[config.mk]
export PLATFORM = sky130hd
export DESIGN_NAME = qpf_ram
export DESIGN_NICKNAME = d
export VERILOG_FILES = /design/src/hw/rtl/qpf_ram.sv
export SDC_FILE = /design/constraint.sdc
export NUM_CORES = 2
export LEC_CHECK = 0
export BUFFER_PORTS_ARGS = -buffer_cell sky130_fd_sc_hd__buf_2
export CAP_MARGIN = 20
export CORE_MARGIN = 2
export CORE_UTILIZATION = 54
export CTS_CLUSTER_DIAMETER = 200
export CTS_CLUSTER_SIZE = 40
export DETAILED_ROUTE_END_ITERATION = 8
export PLACE_DENSITY = 0.68
export SLEW_MARGIN = 20
export SYNTH_ARGS = -nofsm -noshare
export SYNTH_HDL_FRONTEND = slang
export SYNTH_SLANG_ARGS = --single-unit
[constraint.sdc]
create_clock -name clk_i -period 5.6 [get_ports clk_i]
set_input_delay 0 -clock clk_i [delete_from_list [all_inputs] [get_ports clk_i]]
set_output_delay 0 -clock clk_i [all_outputs]
set_load 0.02 [all_outputs]
[src/hw/rtl/qpf_ram.sv]
// Generic single-write, single-read RAM with registered read data.
module qpf_ram #(
  parameter int WIDTH = 48,
  parameter int DEPTH = 64,
  localparam int AW = (DEPTH > 1) ? $clog2(DEPTH) : 1
) (
  input  logic                  clk_i,
  input  logic                  we_i,
  input  logic [AW-1:0]         waddr_i,
  input  logic [WIDTH-1:0]      wdata_i,
  input  logic                  re_i,
  input  logic [AW-1:0]         raddr_i,
  output logic [WIDTH-1:0]      rdata_o
);
  logic [WIDTH-1:0] mem_q [DEPTH];
  logic [WIDTH-1:0] rdata_q;

  always_ff @(posedge clk_i) begin
    if (we_i) begin
      mem_q[waddr_i] <= wdata_i;
    end
    if (re_i) begin
      rdata_q <= mem_q[raddr_i];
    end
  end

  assign rdata_o = rdata_q;
endmodule

Word level (Yosys, flattened, before mapping). Memory sizes are Yosys's and may differ from the RTL's. A register that Yosys moved wholly into a read port is not among the register bits. Index checks and enable logic that the tools add are counted.

Register bits: 0. Bits in latches: 0. Bits in writable memories: 3072. Bits in read-only memories: 0. Bits of input ports: 63. Output and inout bits: 48. Word-level logic and storage cells: 3. Memories kept: 1.

Memories: mem_q (depth 64, bits a word 48, read ports 1, clocked after memory_dff 1, wr ports 1, RTL line 15) `logic [WIDTH-1:0] mem_q [DEPTH];`.

Add/sub/neg operators: 0. $mul: 0. Divide/modulo/power cells: 0. Magnitude comparators: 0. Eq/ne operators: 0. Shift operators: 0. Mux-type cells: 2. Bitwise gates (word level): 0. Reduce and logical (&&, ||, !) cells: 0.

Operator list (number): 1-bit two-way mux (2).

Longest topological paths before layout.
Depth after elaboration: 2. Gate-level depth with buffers: 9. Gate-level depth less buffers: 5.

Worst setup path before layout. No wires, ideal clock.

Path type: input-to-reg. Start point: input waddr_i[3]. End point: memory mem_q[48][0], enable pin. Library setup time: 513 ps. Data arrival time: 3772 ps. Required time: 5087 ps. Slack: 1315 ps. Cell stages on the path: 4. Buffers on the path: 1. Cells stage by stage: clkbuf_1 nor2b_1 nand4b_1 nor3_1.

RTL lines: start, declared (RTL line 9) `input logic [AW-1:0] waddr_i,`; end, declared (RTL line 15).

Straight into the memory's write port.

Worst setup path in the final report.
Start point: input waddr_i[1]. End point: memory mem_q[14][43], enable pin.

Straight into the memory's write port.

==> reports/metrics.csv <==
metric,value,unit
synth-seq-cells,3120,
reg2reg_from,mem_q[47][38],
pin_count,111,
synth_top_cell_by_area,edfxtp_1,
min-delay-path-class,input pin to flip-flop,
place_area,0.122,mm2
setup_viol,0,
antenna_found_initial,25,
synthCells,4970,
ys_types,35,
place_congestion,0.794,
synth_fp_nets,5033,
port_buffers,110,
grt_pass1_vias,53761,
post-cts-setup-buffer-count,0,
grt_max_degree,126,
clk_latency,0.82,ns
grt_usage,26.7,%
final_design_area_no_fill,0.125,mm2
finalNetCount,5176,
die_h,471,um
status,"complete, no violations",
path_clk_slew,0.14,ns
power.total,37.5,mW
drive_gt1_share,24.1,%
die_width,471,um
critPathLaunchType,input pin,
final.setup_skew,0.0290,ns
worstSetupEndpointType,flip-flop,
pwr-share-seq,69.2,%
ant_nets,0,
overflow,0,
rrSetupSlack,3.43,ns
root_buffer,clkbuf_16,
tns,0,ns
max_slew_margin,19.3,%
crit_path_end,mem_q[14][43],
ctsResizeCount,0,
rr_worst_depth,5,
mostFrequentLayoutCell,edfxtp_1,
r2r-end,rdata_o[38],
pwr-share-comb,6.0,%
wirelength,296000,um
p_leak,37.6,nW
grt_pass1_wl,414000,um
cap_violations,0,
min_period_over_period,51.5,%
final_cell_mix,"edfxtp_1, mux4_2, buf_4",
criticalPathCategory,input pin to flip-flop,
worstMarginPinSlew,1.21,ns
syn_avg_cell_area,23.7,um2
required,6.04,ns
rsz0062_at_grt,no,
ir_worst_vdd,222,uV
dp_hpwl,161000,um
fmax,0.347,GHz
hold_violations,0,
synth_area_leaders,"edfxtp_1, mux4_2, o22ai_1",
clk_path_buf_depth,3,
p_switching,7.84,mW
drcViolationCount,0,
area_growth,6.63,%
worstPathMaxFanout,37,
cts_tree,done,
cts_buffers,87,
power.internal,29.7,mW
ys_warn_count,0,
die-area,0.222,mm2
yosysSeqAreaShare,79.7,%
via_per_inst,6.90,
drv_slew,0,
start_util,54.3,%
p_clk_share,24.8,%
h-tree-depth,3,
clkSinkCount,3120,
rows,171,
period_minus_slack,2.88,ns
wl_per_cell,37.2,um
final_core_util,57.9,%
swShare,20.9,%
synth.top_cell.area_share,79.7,%
vias,55072,
drt_iter0_markers,8226,
dr.pass1.iters,6,
syn-cell-area,0.118,mm2
power.density,299,mW/mm2
crit_arrival,3.32,ns
startpoint,waddr_i[1],
core,0.217,mm2
-- through the flow --
step	setup slack, ns	instances	hold slack (ns)
CTS	2.84	7963	0.0908
global placement	2.35	7816	0.494
detailed placement	2.34	7817	0.483
floorplan	1.32	4970	0.0989
global route	2.72	7975	0.0227
finish	2.72	7980	0.0228
-- logic make-up after synthesis --
group                  count (synthesis)  synth area share [%]
multiplexers                         829                  15.1
buffers and inverters                282                  1.27
flip-flops                          3120                  79.7
AND/OR/NAND/NOR                      253                 0.953
AO/OA/AOI/OAI                        486                  3.01
-- cell usage after synthesis (all sizes together) --
| cell type | count |
|---|---|
| nand3b | 5 |
| or2 | 3 |
| o22ai | 122 |
| a22oi | 72 |
| nor2b | 24 |
| o221ai | 28 |
| nor2 | 132 |
| mux4 | 754 |
| or3b | 4 |
| nand3 | 7 |
| a21oi | 74 |
| mux2 | 12 |
| or3 | 3 |
| nand4b | 1 |
| a22o | 57 |
| edfxtp | 3120 |
| a31oi | 1 |
| a31o | 5 |
| nor3 | 3 |
| nand4 | 2 |
| buf | 183 |
| and3 | 1 |
| a211oi | 32 |
| a311o | 1 |
| a311oi | 11 |
| nand2b | 10 |
| a221oi | 83 |
| mux2i | 63 |
| nand2 | 55 |
| and2 | 3 |
| clkbuf | 99 |
-- metal layers --
layer	share of wire [%]	vias to the layer above	global-route usage (%)
li1	-	21536	-
met3	9.9	343	4.53
met4	2.7	16	6.66
met2	49	3012	43.6
met1	38	30165	38.1
met5	0.035	-	0
-- worst min path at each step --
stage | startpoint | end | slack [ns] | cells after the start
after floorplan | wdata_i[0] | mem_q[0][0] | 0.1 | 0
after global placement | rdata_o[21] | rdata_o[21] | 0.49 | 1
after detailed placement | rdata_o[21] | rdata_o[21] | 0.48 | 1
after CTS | waddr_i[0] | mem_q[52][25] | 0.09 | 3
after global routing | waddr_i[0] | mem_q[53][27] | 0.02 | 3
final | waddr_i[0] | mem_q[53][27] | 0.02 | 3
-- power groups by stage --
stage | sequential, mW | combinational (mW) | clock [mW]
3_5_place_dp | 26.5 | 2.21 | 0
4_1_cts | 26.0 | 2.25 | 9.42
2_1_floorplan | 26.5 | 1.24 | 0
5_1_grt | 26.0 | 2.38 | 10.1
3_3_place_gp | 26.5 | 2.17 | 0
6_report | 26.0 | 2.25 | 9.30
-- sequential cells by signal, summed over array words and instances, names as in the netlist --
name / flops
mem_q: 3072
rdata_o: 48
-- critical path: stages --
cell and delay (ns):
dlygate4sd3_1 0.60, buf_2 0.24, nand3_1 0.66, nor2_4 0.83
buf_4 0.82
-- area by class of cell --
cell class	count	area [um2]
multi-input cells	1568	22900
repair buffers	336	2870
flip-flops and latches	3120	93700
clock buffers	91	2280
well taps	2854	3570
fillers	15202	91300
clock inverters	3	26.3
diodes	8	20.0
-- timing repair --
action,CTS,global route
endpoints found under the setup margin,0,0
hold buffers,52,0
endpoints found under the hold margin,3118,0
(Power assumes the default switching activity.)
